--- src/sv/hcidfr_pkg.sv ---
// shared types and codes for the spi hci event deframer
`default_nettype none
package hcidfr_pkg;

  typedef enum logic [2:0] {
    PH_IDLE,
    PH_PRE,
    PH_HDR,
    PH_ARGS,
    PH_PAD,
    PH_DRAIN
  } phase_t;

  localparam logic [1:0] ST_OK        = 2'd0;
  localparam logic [1:0] ST_NO_REPLY  = 2'd1;
  localparam logic [1:0] ST_NO_MSG    = 2'd2;
  localparam logic [1:0] ST_INVALID   = 2'd3;

  localparam logic [1:0] REG_REPLY_CODE = 2'd0;
  localparam logic [1:0] REG_EVENT_TYPE = 2'd1;
  localparam logic [1:0] REG_DATA_TYPE  = 2'd2;
  localparam logic [1:0] REG_MAX_LEN    = 2'd3;

  typedef struct packed {
    logic [7:0] reply_code;
    logic [7:0] event_type;
    logic [7:0] data_type;
    logic [7:0] max_len;
  } cfg_t;

  typedef struct packed {
    logic        valid;
    logic        data_valid;
    logic [7:0]  data_byte;
    logic        frame_end;
    logic [1:0]  status;
    logic [15:0] opcode;
    logic [7:0]  length;
  } res_t;

endpackage
`default_nettype wire

--- src/sv/hcidfr_parse.sv ---
// frame parser: per-beat state machine and result decode
`default_nettype none
module hcidfr_parse (
  input  wire logic               clk,
  input  wire logic               rst,
  input  wire logic               in_fire,
  input  wire logic [7:0]         rx_byte,
  input  wire logic               frame_start,
  input  wire hcidfr_pkg::cfg_t   cfg,
  output hcidfr_pkg::res_t        res
);

  hcidfr_pkg::phase_t phase, phase_next;
  logic [15:0] remaining, remaining_next;
  logic [1:0]  byte_index, byte_index_next;
  logic [7:0]  packet_type, packet_type_next;
  logic [15:0] opcode_reg, opcode_reg_next;
  logic [7:0]  length_reg, length_reg_next;
  logic [1:0]  status_reg, status_reg_next;

  logic [15:0] rem_pre;
  logic [15:0] rem_m4;
  logic [15:0] rem_m1;
  logic        hdr_ok;

  assign rem_pre = (byte_index == 2'd2) ? {rx_byte, 8'h00}
                 : (byte_index == 2'd3) ? {remaining[15:8], rx_byte}
                 : remaining;
  assign rem_m4  = remaining - 16'd4;
  assign rem_m1  = remaining - 16'd1;
  assign hdr_ok  = ((packet_type == cfg.event_type) || (packet_type == cfg.data_type))
                   && (rx_byte <= cfg.max_len);

  // next state
  always_comb begin
    phase_next       = phase;
    remaining_next   = remaining;
    byte_index_next  = byte_index;
    packet_type_next = packet_type;
    opcode_reg_next  = opcode_reg;
    length_reg_next  = length_reg;
    status_reg_next  = status_reg;
    if (frame_start) begin
      byte_index_next  = 2'd0;
      remaining_next   = 16'd0;
      packet_type_next = 8'd0;
      opcode_reg_next  = 16'd0;
      length_reg_next  = 8'd0;
      status_reg_next  = hcidfr_pkg::ST_OK;
      if (rx_byte != cfg.reply_code) begin
        status_reg_next = hcidfr_pkg::ST_NO_REPLY;
        phase_next      = hcidfr_pkg::PH_IDLE;
      end else begin
        phase_next = hcidfr_pkg::PH_PRE;
      end
    end else begin
      case (phase)
        hcidfr_pkg::PH_IDLE: begin
        end
        hcidfr_pkg::PH_PRE: begin
          remaining_next  = rem_pre;
          byte_index_next = byte_index + 2'd1;
          if (byte_index == 2'd3) begin
            if (rem_pre < 16'd4) begin
              status_reg_next = hcidfr_pkg::ST_NO_MSG;
              phase_next = (rem_pre == 16'd0) ? hcidfr_pkg::PH_IDLE : hcidfr_pkg::PH_DRAIN;
            end else begin
              phase_next = hcidfr_pkg::PH_HDR;
            end
          end
        end
        hcidfr_pkg::PH_HDR: begin
          byte_index_next = byte_index + 2'd1;
          case (byte_index)
            2'd0:    packet_type_next = rx_byte;
            2'd1:    opcode_reg_next  = {8'h00, rx_byte};
            2'd2:    opcode_reg_next  = {rx_byte, opcode_reg[7:0]};
            default: begin
              if (hdr_ok) begin
                length_reg_next = rx_byte;
                remaining_next  = {8'h00, rx_byte};
                phase_next = (rx_byte == 8'd0) ? hcidfr_pkg::PH_PAD : hcidfr_pkg::PH_ARGS;
              end else begin
                remaining_next  = rem_m4;
                status_reg_next = hcidfr_pkg::ST_INVALID;
                phase_next = (rem_m4 == 16'd0) ? hcidfr_pkg::PH_IDLE : hcidfr_pkg::PH_DRAIN;
              end
            end
          endcase
        end
        hcidfr_pkg::PH_ARGS: begin
          remaining_next = rem_m1;
          if (rem_m1 == 16'd0) begin
            phase_next = length_reg[0] ? hcidfr_pkg::PH_IDLE : hcidfr_pkg::PH_PAD;
          end
        end
        hcidfr_pkg::PH_PAD: begin
          phase_next = hcidfr_pkg::PH_IDLE;
        end
        hcidfr_pkg::PH_DRAIN: begin
          remaining_next = rem_m1;
          if (rem_m1 == 16'd0) begin
            phase_next = hcidfr_pkg::PH_IDLE;
          end
        end
        default: begin
          phase_next = hcidfr_pkg::PH_IDLE;
        end
      endcase
    end
  end

  // result decode
  always_comb begin
    res = '0;
    if (frame_start) begin
      if (rx_byte != cfg.reply_code) begin
        res.valid     = 1'b1;
        res.frame_end = 1'b1;
        res.status    = hcidfr_pkg::ST_NO_REPLY;
      end
    end else begin
      case (phase)
        hcidfr_pkg::PH_PRE: begin
          if ((byte_index == 2'd3) && (rem_pre == 16'd0)) begin
            res.valid     = 1'b1;
            res.frame_end = 1'b1;
            res.status    = hcidfr_pkg::ST_NO_MSG;
          end
        end
        hcidfr_pkg::PH_HDR: begin
          if ((byte_index == 2'd3) && !hdr_ok && (rem_m4 == 16'd0)) begin
            res.valid     = 1'b1;
            res.frame_end = 1'b1;
            res.status    = hcidfr_pkg::ST_INVALID;
          end
        end
        hcidfr_pkg::PH_ARGS: begin
          res.valid      = 1'b1;
          res.data_valid = 1'b1;
          res.data_byte  = rx_byte;
          if ((rem_m1 == 16'd0) && length_reg[0]) begin
            res.frame_end = 1'b1;
            res.opcode    = opcode_reg;
            res.length    = length_reg;
          end
        end
        hcidfr_pkg::PH_PAD: begin
          res.valid     = 1'b1;
          res.frame_end = 1'b1;
          res.opcode    = opcode_reg;
          res.length    = length_reg;
        end
        hcidfr_pkg::PH_DRAIN: begin
          if (rem_m1 == 16'd0) begin
            res.valid     = 1'b1;
            res.frame_end = 1'b1;
            res.status    = status_reg;
          end
        end
        default: begin
        end
      endcase
    end
  end

  always_ff @(posedge clk) begin
    if (rst) begin
      phase       <= hcidfr_pkg::PH_IDLE;
      remaining   <= 16'd0;
      byte_index  <= 2'd0;
      packet_type <= 8'd0;
      opcode_reg  <= 16'd0;
      length_reg  <= 8'd0;
      status_reg  <= hcidfr_pkg::ST_OK;
    end else if (in_fire) begin
      phase       <= phase_next;
      remaining   <= remaining_next;
      byte_index  <= byte_index_next;
      packet_type <= packet_type_next;
      opcode_reg  <= opcode_reg_next;
      length_reg  <= length_reg_next;
      status_reg  <= status_reg_next;
    end
  end

endmodule
`default_nettype wire

--- src/sv/spi_hci_event_deframer_core.sv ---
// SPI HCI event deframer: receive side of one HCI read transaction.
// Input channel (in_valid/in_stall) carries one beat per byte returned by the
// slave; frame_start marks the byte answering the read opcode. Output channel
// (out_valid/out_stall) carries one beat per argument byte; frame_end marks
// the last beat of each finished frame, with status (opcode and length if OK).
// The user writes registers reply_code, event_type, data_type, max_len through
// write_enable/reg_index/reg_wdata while the block is idle; it does not check.
// Throughput: one input beat per cycle while in_stall is low; the parser
// decodes each beat combinationally between the input and the output register.
// A result register plus one skid entry sit on the output; when the receiver
// stalls, a result beat fills the skid entry and in_stall rises with it, so
// no beat is lost; in_stall drops once the skid entry has moved out.
// Reset (rst, synchronous) returns the parser to idle, clears both output
// entries and loads the register defaults (2, 4, 2, 255).
`default_nettype none
module spi_hci_event_deframer_core (
  input  wire logic        clk,
  input  wire logic        rst,
  input  wire logic        write_enable,
  input  wire logic [1:0]  reg_index,
  input  wire logic [7:0]  reg_wdata,
  input  wire logic        in_valid,
  output logic             in_stall,
  input  wire logic [7:0]  rx_byte,
  input  wire logic        frame_start,
  output logic             out_valid,
  input  wire logic        out_stall,
  output logic             data_valid,
  output logic [7:0]       data_byte,
  output logic             frame_end,
  output logic [1:0]       status,
  output logic [15:0]      opcode,
  output logic [7:0]       length
);

  hcidfr_pkg::cfg_t cfg;
  hcidfr_pkg::res_t res;
  hcidfr_pkg::res_t out_reg;
  hcidfr_pkg::res_t skid;
  logic             skid_valid;
  logic             in_fire;
  logic             out_fire;

  always_ff @(posedge clk) begin
    if (rst) begin
      cfg.reply_code <= 8'd2;
      cfg.event_type <= 8'd4;
      cfg.data_type  <= 8'd2;
      cfg.max_len    <= 8'd255;
    end else if (write_enable) begin
      case (reg_index)
        hcidfr_pkg::REG_REPLY_CODE: cfg.reply_code <= reg_wdata;
        hcidfr_pkg::REG_EVENT_TYPE: cfg.event_type <= reg_wdata;
        hcidfr_pkg::REG_DATA_TYPE:  cfg.data_type  <= reg_wdata;
        hcidfr_pkg::REG_MAX_LEN:    cfg.max_len    <= reg_wdata;
        default: begin
        end
      endcase
    end
  end

  assign in_stall = skid_valid;
  assign in_fire  = in_valid && !in_stall;
  assign out_fire = out_valid && !out_stall;

  hcidfr_parse u_parse (
    .clk         (clk),
    .rst         (rst),
    .in_fire     (in_fire),
    .rx_byte     (rx_byte),
    .frame_start (frame_start),
    .cfg         (cfg),
    .res         (res)
  );

  always_ff @(posedge clk) begin
    if (rst) begin
      out_valid  <= 1'b0;
      skid_valid <= 1'b0;
    end else if (!out_valid || out_fire) begin
      if (skid_valid) begin
        out_valid  <= 1'b1;
        skid_valid <= 1'b0;
      end else begin
        out_valid <= in_fire && res.valid;
      end
    end else if (in_fire && res.valid) begin
      // output held: park the new beat
      skid_valid <= 1'b1;
    end
  end

  always_ff @(posedge clk) begin
    if (!out_valid || out_fire) begin
      out_reg <= skid_valid ? skid : res;
    end
    if (in_fire && res.valid && out_valid && !out_fire) begin
      skid <= res;
    end
  end

  assign data_valid = out_reg.data_valid;
  assign data_byte  = out_reg.data_byte;
  assign frame_end  = out_reg.frame_end;
  assign status     = out_reg.status;
  assign opcode     = out_reg.opcode;
  assign length     = out_reg.length;

`ifndef SYNTHESIS
  a_skid_behind_out: assert property (@(posedge clk) disable iff (rst)
    skid_valid |-> out_valid)
    else $error("skid entry held with empty output register");

  a_stall_cause: assert property (@(posedge clk) disable iff (rst)
    in_stall |-> $past(out_valid && out_stall))
    else $error("input stalled without a stalled output");

  a_fault_hides_header: assert property (@(posedge clk) disable iff (rst)
    (out_valid && frame_end && (status != hcidfr_pkg::ST_OK)) |->
      ((opcode == 16'd0) && (length == 8'd0) && !data_valid))
    else $error("header fields shown on a faulted frame end");

  a_data_ok_status: assert property (@(posedge clk) disable iff (rst)
    (out_valid && data_valid) |-> (status == hcidfr_pkg::ST_OK))
    else $error("argument beat carries a fault status");
`endif

endmodule
`default_nettype wire

--- config.mk ---
export PLATFORM = sky130hd
export DESIGN_NAME = spi_hci_event_deframer_core
export DESIGN_NICKNAME = d
export VERILOG_FILES = /design/src/sv/hcidfr_pkg.sv /design/src/sv/hcidfr_parse.sv /design/src/sv/spi_hci_event_deframer_core.sv
export SDC_FILE = /design/constraint.sdc
export NUM_CORES = 1
export LEC_CHECK = 0
export ABC_CLOCK_PERIOD_IN_PS = 11400
export BUFFER_PORTS_ARGS = -buffer_cell sky130_fd_sc_hd__buf_2
export CAP_MARGIN = 10
export CORE_MARGIN = 1.5
export CORE_UTILIZATION = 60
export CTS_BUF_LIST = sky130_fd_sc_hd__clkbuf_8
export DETAILED_ROUTE_END_ITERATION = 10
export GPL_TIMING_DRIVEN = 0
export PLACE_DENSITY = 0.79
export REMOVE_ABC_BUFFERS = 1
export SYNTH_ARGS = -nofsm -noshare
export SYNTH_HDL_FRONTEND = slang
export SYNTH_SLANG_ARGS = --single-unit
--- constraint.sdc ---
create_clock -name clk -period 11.4 [get_ports clk]
set_input_delay 1.71 -clock clk [delete_from_list [all_inputs] [get_ports clk]]
set_output_delay 1.71 -clock clk [all_outputs]
set_load 0.02 [all_outputs]
# --- After elaboration in Yosys (flattened, before gate mapping) ---
# Index checks and enable logic that the tools add are counted.
totals:
  register_bits: 161
  output_inout_bits: 38
  in_bits: 24
  word_cells: 162
op_classes:
  addsub: 3
  magnitude_cmp: 2
  n_eq_ne: 23
  n_reduce_logical: 49
  n_mux: 59
ops:
  columns: ["op", "n"]
  rows:
  - ["16-bit 2-to-1 mux", 6]
  - ["8-bit 2-to-1 mux", 8]
  - ["16-bit zero test", 3]
  - ["24-bit 2-to-1 mux", 2]
  - ["3-bit 2-to-1 mux", 16]
  - ["16-bit case mux with 3 select lines", 1]
  - ["24-bit case mux with 2 select lines", 1]
  - ["36-bit 2-to-1 mux", 1]
  - ["16-bit case mux with 2 select lines", 1]
  - ["9-bit 2-to-1 mux", 2]
  - ["8-bit equality test", 2]
  - ["16-bit by 3-bit < comparator with 1-bit output, second input constant", 1]
  - ["16-bit by 1-bit subtractor with 16-bit output, second input constant", 1]
  - ["16-bit by 3-bit subtractor with 16-bit output, second input constant", 1]
  - ["3-bit case mux with 5 select lines", 1]
  - ["2-bit 2-to-1 mux", 7]
  - ["3-bit by 2-bit != test with 1-bit output, second input constant", 4]
  - ["6-bit AND reduction", 2]
  - ["1-bit logical AND", 10]
  - ["2-bit AND reduction", 5]
  - ["2-bit nonzero test", 5]
  - ["1-bit 2-to-1 mux", 9]
  - ["3-bit AND reduction", 3]
  - ["2-bit equality test, second input constant", 4]
  - ["other kinds (24)", 40]

# --- Logic depth before layout (Yosys ltp) ---
depth:
  depth_word: 12
  depth_mapped: 12
  ltp_nobuf: 9

# --- Modules after synthesis ---
# From an unflattened synthesis, not the netlist that was laid out.
hier_totals:
  cells_unflattened: 854
  hier_area_um2: 8687.1
by_module_without_submodules:
  columns: ["module", "seq_area_each_um2", "area_per_inst_um2", "instances", "cells_each"]
  rows:
  - ["hcidfr_parse", 1101.1, 4558.1, 1, 609]
  - ["spi_hci_event_deframer_core", 2842.7, 4129.0, 1, 245]

# --- Worst setup path before layout ---
# OpenSTA, ideal clock, no wires.
synth_path:
  kind: "input to register"
  start: "input port rx_byte[0]"
  end: "register skid[0] in the netlist's numbering (enable)"
  path_stages: 10
  path_slack_ps: 4156
  path_buffers: 1
  arrival_ps: 6725
  setup_time_ps: 519
  t_required_ps: 10881
  cell_sequence: "clkbuf_1 inv_1 ha_1 nand4_1 nand2b_1 a21oi_1 o31ai_1 o32ai_4 nor2_1 nor4_1"
synth_between:
  elab_chain_cells: 11
  word_cells_on_any_way: 18
  classes_between: "order compare: 1; eq/ne: 1; mux: 7; reduce/logical: 9"
synth_rtl:
  columns: ["element", "line", "source"]
  rows:
  - ["from (decl)", "spi_hci_event_deframer_core.sv:24", "input wire logic [7:0] rx_byte,"]
  - ["8-bit <= comparator", "hcidfr_parse.sv:32", "&& (rx_byte <= cfg.max_len);"]
  - ["1-bit logical AND", "hcidfr_parse.sv:32", null]
  - ["1-bit zero test", "hcidfr_parse.sv:132", "if ((byte_index == 2'd3) && !hdr_ok && (rem_m4 == 16'd0)) begin"]
  - ["1-bit logical AND (2 in a row)", "hcidfr_parse.sv:132", null]
  - ["1-bit 2-to-1 mux", "hcidfr_parse.sv:132", null]
  - ["1-bit case mux with 4 select lines", "hcidfr_parse.sv:123", "case (phase)"]
  - ["1-bit 2-to-1 mux (*)", "hcidfr_parse.sv:116", "if (frame_start) begin"]
  - ["1-bit logical AND (*) (3 in a row)", "spi_hci_event_deframer_core.sv:97", "if (in_fire && res.valid && out_valid && !out_fire) begin"]
  - ["to (signal assigned)", "spi_hci_event_deframer_core.sv:98", "skid <= res;"]
  - ["to (decl)", "spi_hci_event_deframer_core.sv:39", "hcidfr_pkg::res_t skid;"]
# Every way passes the cells marked *; elsewhere a longest branch is shown, timed or not.
# A chain may end at the register's enable or synchronous reset.

# --- Worst setup path in the final report ---
layout_path:
  start: "input port rx_byte[0]"
  end: "register skid[11] in the netlist's numbering (enable)"
# Same word-level chain as after synthesis.

==> parameters.txt <==
Parameter                              Value

Synthesis
  Synth area leaders    sky130_fd_sc_hd__edfxtp_1 (26%), sky130_fd_sc_hd__dfxtp_1 (21%), sky130_fd_sc_hd__nor2_1 (5.4%), sky130_fd_sc_hd__mux2_2 (4.4%), sky130_fd_sc_hd__mux2i_1 (3.7%)
  Share of async-settable or async-resettable flops after synthesis    0
  Synth unique cells    67
  Post-synthesis cell area    8450 µm²
  Share of synthesized area occupied by flip-flops and latches    0.467
  Most frequently used cell type in the post-synthesis netlist    sky130_fd_sc_hd__nor2_1
  Cell type with the highest aggregate area in the netlist    sky130_fd_sc_hd__edfxtp_1
  Synth Register Bits    161
  Most used DFF post-synth    sky130_fd_sc_hd__dfxtp_1
  Yosys warning total    0
  EDFF count, synth    72
  Cells after synthesis    896
  Leading cell types by count after synthesis    sky130_fd_sc_hd__nor2_1 (121), sky130_fd_sc_hd__dfxtp_1 (89), sky130_fd_sc_hd__edfxtp_1 (72), sky130_fd_sc_hd__nand2_1 (63), sky130_fd_sc_hd__a21oi_1 (49)
  Synthesized area per cell    9.43 µm²
  Proportion of netlist area held by the largest area contributor    0.256

Global routing
  Initial antenna violation count    0
  Number of global-route vias before repair    6,233
  Aggregate global-route resource usage    0.288
  Maximum number of pins on one net before global-route repair    41
  Global-route wire length before repair    32,800 µm
  Global route total overflow    0

Worst setup path
  Library cell appearing most often on the critical path    sky130_fd_sc_hd__buf_4
  Delay contributed by the slowest stage of the critical path    510 ps
  Required time of the critical path    11,580 ps
  Number of buffer and inverter instances along the worst setup path    4
  FF-to-FF path depth    11
  Gate family responsible for the most delay along the worst path    buffers and inverters
  Worst Setup End Kind    flip-flop
  Startpoint type of the worst setup path    input pin
  Type of the worst setup path    input pin to flip-flop
  Arrival time reported for the critical path endpoint    4610 ps
  Cell with the largest stage delay on the worst path    sky130_fd_sc_hd__nor4_2
  Cells along the critical path    buf_2, inv_1, ha_1, nand4_1, nand2b_1, a21oi_1, o31ai_2, o32ai_4, nor2_1, nor4_2, buf_4, buf_4
  Max FO, Critical Path    10
  Number of stages on the worst setup path    12

Clock tree
  Cts bufs inserted    17
  Latest clock arrival within the worst-skew pair    470 ps
  Largest buffer count on any clock path    2
  TritonCTS clock tree    yes
  Post-CTS setup buffer count    0
  Cts-stage hold buffer count    0
  Root Buffer Master    sky130_fd_sc_hd__clkbuf_8
  H-tree lvl count    4
  Clock-pin slew on the worst setup and hold paths    90 ps
  Number of gates resized after cts    0
  Clock Sink Count    161

Timing
  Minimum clock period    4430 ps
  Final setup violation count    0
  Count of final max-slew check failures    0
  Ratio of final minimum period to clock period    0.388
  Min setup slack post-route    6970 ps
  Worst-case clock skew    13.8 ps
  Rel. slew slack    0.104
  Unrepaired setup endpoints after global routing    false
  Worst hold slack    476 ps
  Maximum operating frequency    226 MHz
  Final hold violation count    0
  Transition time of the tightest slew-check pin    1340 ps
  Setup total negative slack    0 ps

Finish
  Layout Area Growth over Synthesis    8.53%
  Final standard cell area without fillers    9170 µm²
  Share of cells above drive strength 1    0.165
  Max reg flops    36
  Biggest registers after layout    skid: 36 flops, cfg: 32 flops
  Total area of sequential cells    3940 µm²
  Final net count    961
  Count of inserted antenna diode cells    0
  Reg with most FFs    skid
  Area of combinational cells with multiple inputs    4130 µm²
  Number of filler instances in the final layout    1,135

Detailed routing
  Routed met3 length    1710 µm
  Via count of the routed design    6,985
  Total met2 wirelength after detailed routing    9410 µm
  Iteration count of the initial detailed-routing pass    5
  Metal-1 WL    9210 µm
  Post-detailed-route count of antenna-violating nets    0
  Routed via count divided by cell count    6.28
  Post-detailed-route DRC marker count    0
  Routed length per instance    18.8 µm
  Detailed Route Iter0 Violations    615
  Uppermost routed layer    met4
  Aggregate routed wire length    20,900 µm

Min path
  Class of the tightest hold or removal check    flip-flop to flip-flop
  Hold-critical path depth    2

Die
  Num ports    62
  Site row count    43
  Die ar.    14,800 µm²
  Die Height    122 µm
  Initial core utilization    0.611
  Area of the core    13,800 µm²
  Die Wd    122 µm

Place
  DP Area    8790 µm²
  Global placer's final weighted congestion    0.951
  Pre-CTS setup slack    6210 ps
  Port Buffer Count    61
  Detailed placer's ending HPWL    14,100 µm

Power and ir drop
  Worst IR drop on VDD    0.0783 mV
  Power Density    121 nW/µm²
  Leakage    3.63 nW

Run
  Number of maximum-capacitance violations    0

Run status
  Status    finished, final reports clean
[through the flow]
| stage | std cells | power, mW | utilization |
|---|---|---|---|
| after global routing | 1113 | 1.15 | 0.663 |
| after detailed placement | 1080 | 0.725 | 0.636 |
| after CTS | 1112 | 1.11 | 0.662 |
| after global placement | 1072 | 0.722 | 0.629 |
| after floorplan | 831 | 0.687 | - |
| final | 1113 | 1.11 | 0.663 |
[path summary, 6_finish.rpt]
| check | startpoint | end | slack (ps) |
|---|---|---|---|
| max | rx_byte[0] | skid[11] | 6970 |
| min | u_parse.length_reg[6] | u_parse.length_reg[6] | 480 |
| max reg2reg | u_parse.remaining[2] | skid[11] | 7120 |
| min reg2reg | u_parse.length_reg[6] | u_parse.length_reg[6] | 480 |
[routing by layer]
metal  GRT usage  vias up
met5           0        -
met1       0.410     3309
met4       0.115        0
met2       0.431      332
li1            -     3294
met3      0.0613       50
[kinds of logic after synthesis]
| group | share of synthesized area |
|---|---|
| mux | 0.0807 |
| buf+inv | 0.0462 |
| compound gates | 0.150 |
| fa+ha+maj | 0.0252 |
| xor+xnor | 0.0353 |
| simple gates | 0.195 |
| flops | 0.467 |
[cell usage in the layout (no fill, tap or decap), drive strengths merged, types with 4 or more instances in the layout]
| cell | n |
|---|---|
| nor2 | 121 |
| dfxtp | 89 |
| edfxtp | 72 |
| buf | 69 |
| nand2 | 63 |
| o21ai | 53 |
| a21oi | 50 |
| inv | 34 |
| mux2 | 33 |
| xnor2 | 31 |
| mux2i | 31 |
| and2 | 26 |
| nor3 | 20 |
| nand4 | 19 |
| nand3 | 18 |
| clkbuf | 18 |
| ha | 17 |
| or3 | 15 |
| nor4 | 14 |
| and3 | 12 |
| a32oi | 10 |
| a211o | 9 |
| a31oi | 8 |
| a221oi | 8 |
| nor2b | 7 |
| o31ai | 7 |
| clkinv | 7 |
| o31a | 5 |
| nand2b | 5 |
| o211ai | 5 |
| or4 | 5 |
| a21o | 4 |
| a22oi | 4 |
| nor3b | 4 |
[worst reg2reg max path, stage by stage (launching register included)]
cell	delay, ps
sky130_fd_sc_hd__dfxtp_1	800
sky130_fd_sc_hd__inv_1	170
sky130_fd_sc_hd__ha_1	340
sky130_fd_sc_hd__xnor2_1	280
sky130_fd_sc_hd__and3_1	220
sky130_fd_sc_hd__nand4_1	170
sky130_fd_sc_hd__or4_4	600
sky130_fd_sc_hd__o32ai_4	290
sky130_fd_sc_hd__nor2_1	100
sky130_fd_sc_hd__nor4_2	510
sky130_fd_sc_hd__buf_4	300
sky130_fd_sc_hd__buf_4	210
[layout make-up]
| class | count | area share |
|---|---|---|
| Tap cell | 180 | 0.0246 |
| Clock buffer | 17 | 0.0255 |
| Clock inverter | 15 | 0.0147 |
| Timing Repair Buffer | 70 | 0.0425 |
| Inverter | 29 | 0.0119 |
| Sequential cell | 161 | 0.430 |
| Multi-Input combinational cell | 641 | 0.451 |
[power breakdown]
part           internal (mW)  total [mW]  leakage, nW  switching (mW)
clock network          0.174       0.397        0.187           0.223
registers              0.613       0.620         1.45         0.00703
logic                 0.0304      0.0942         1.99          0.0637
total                  0.818        1.11         3.63           0.293
Note: power is estimated with default switching activity, not from simulation.
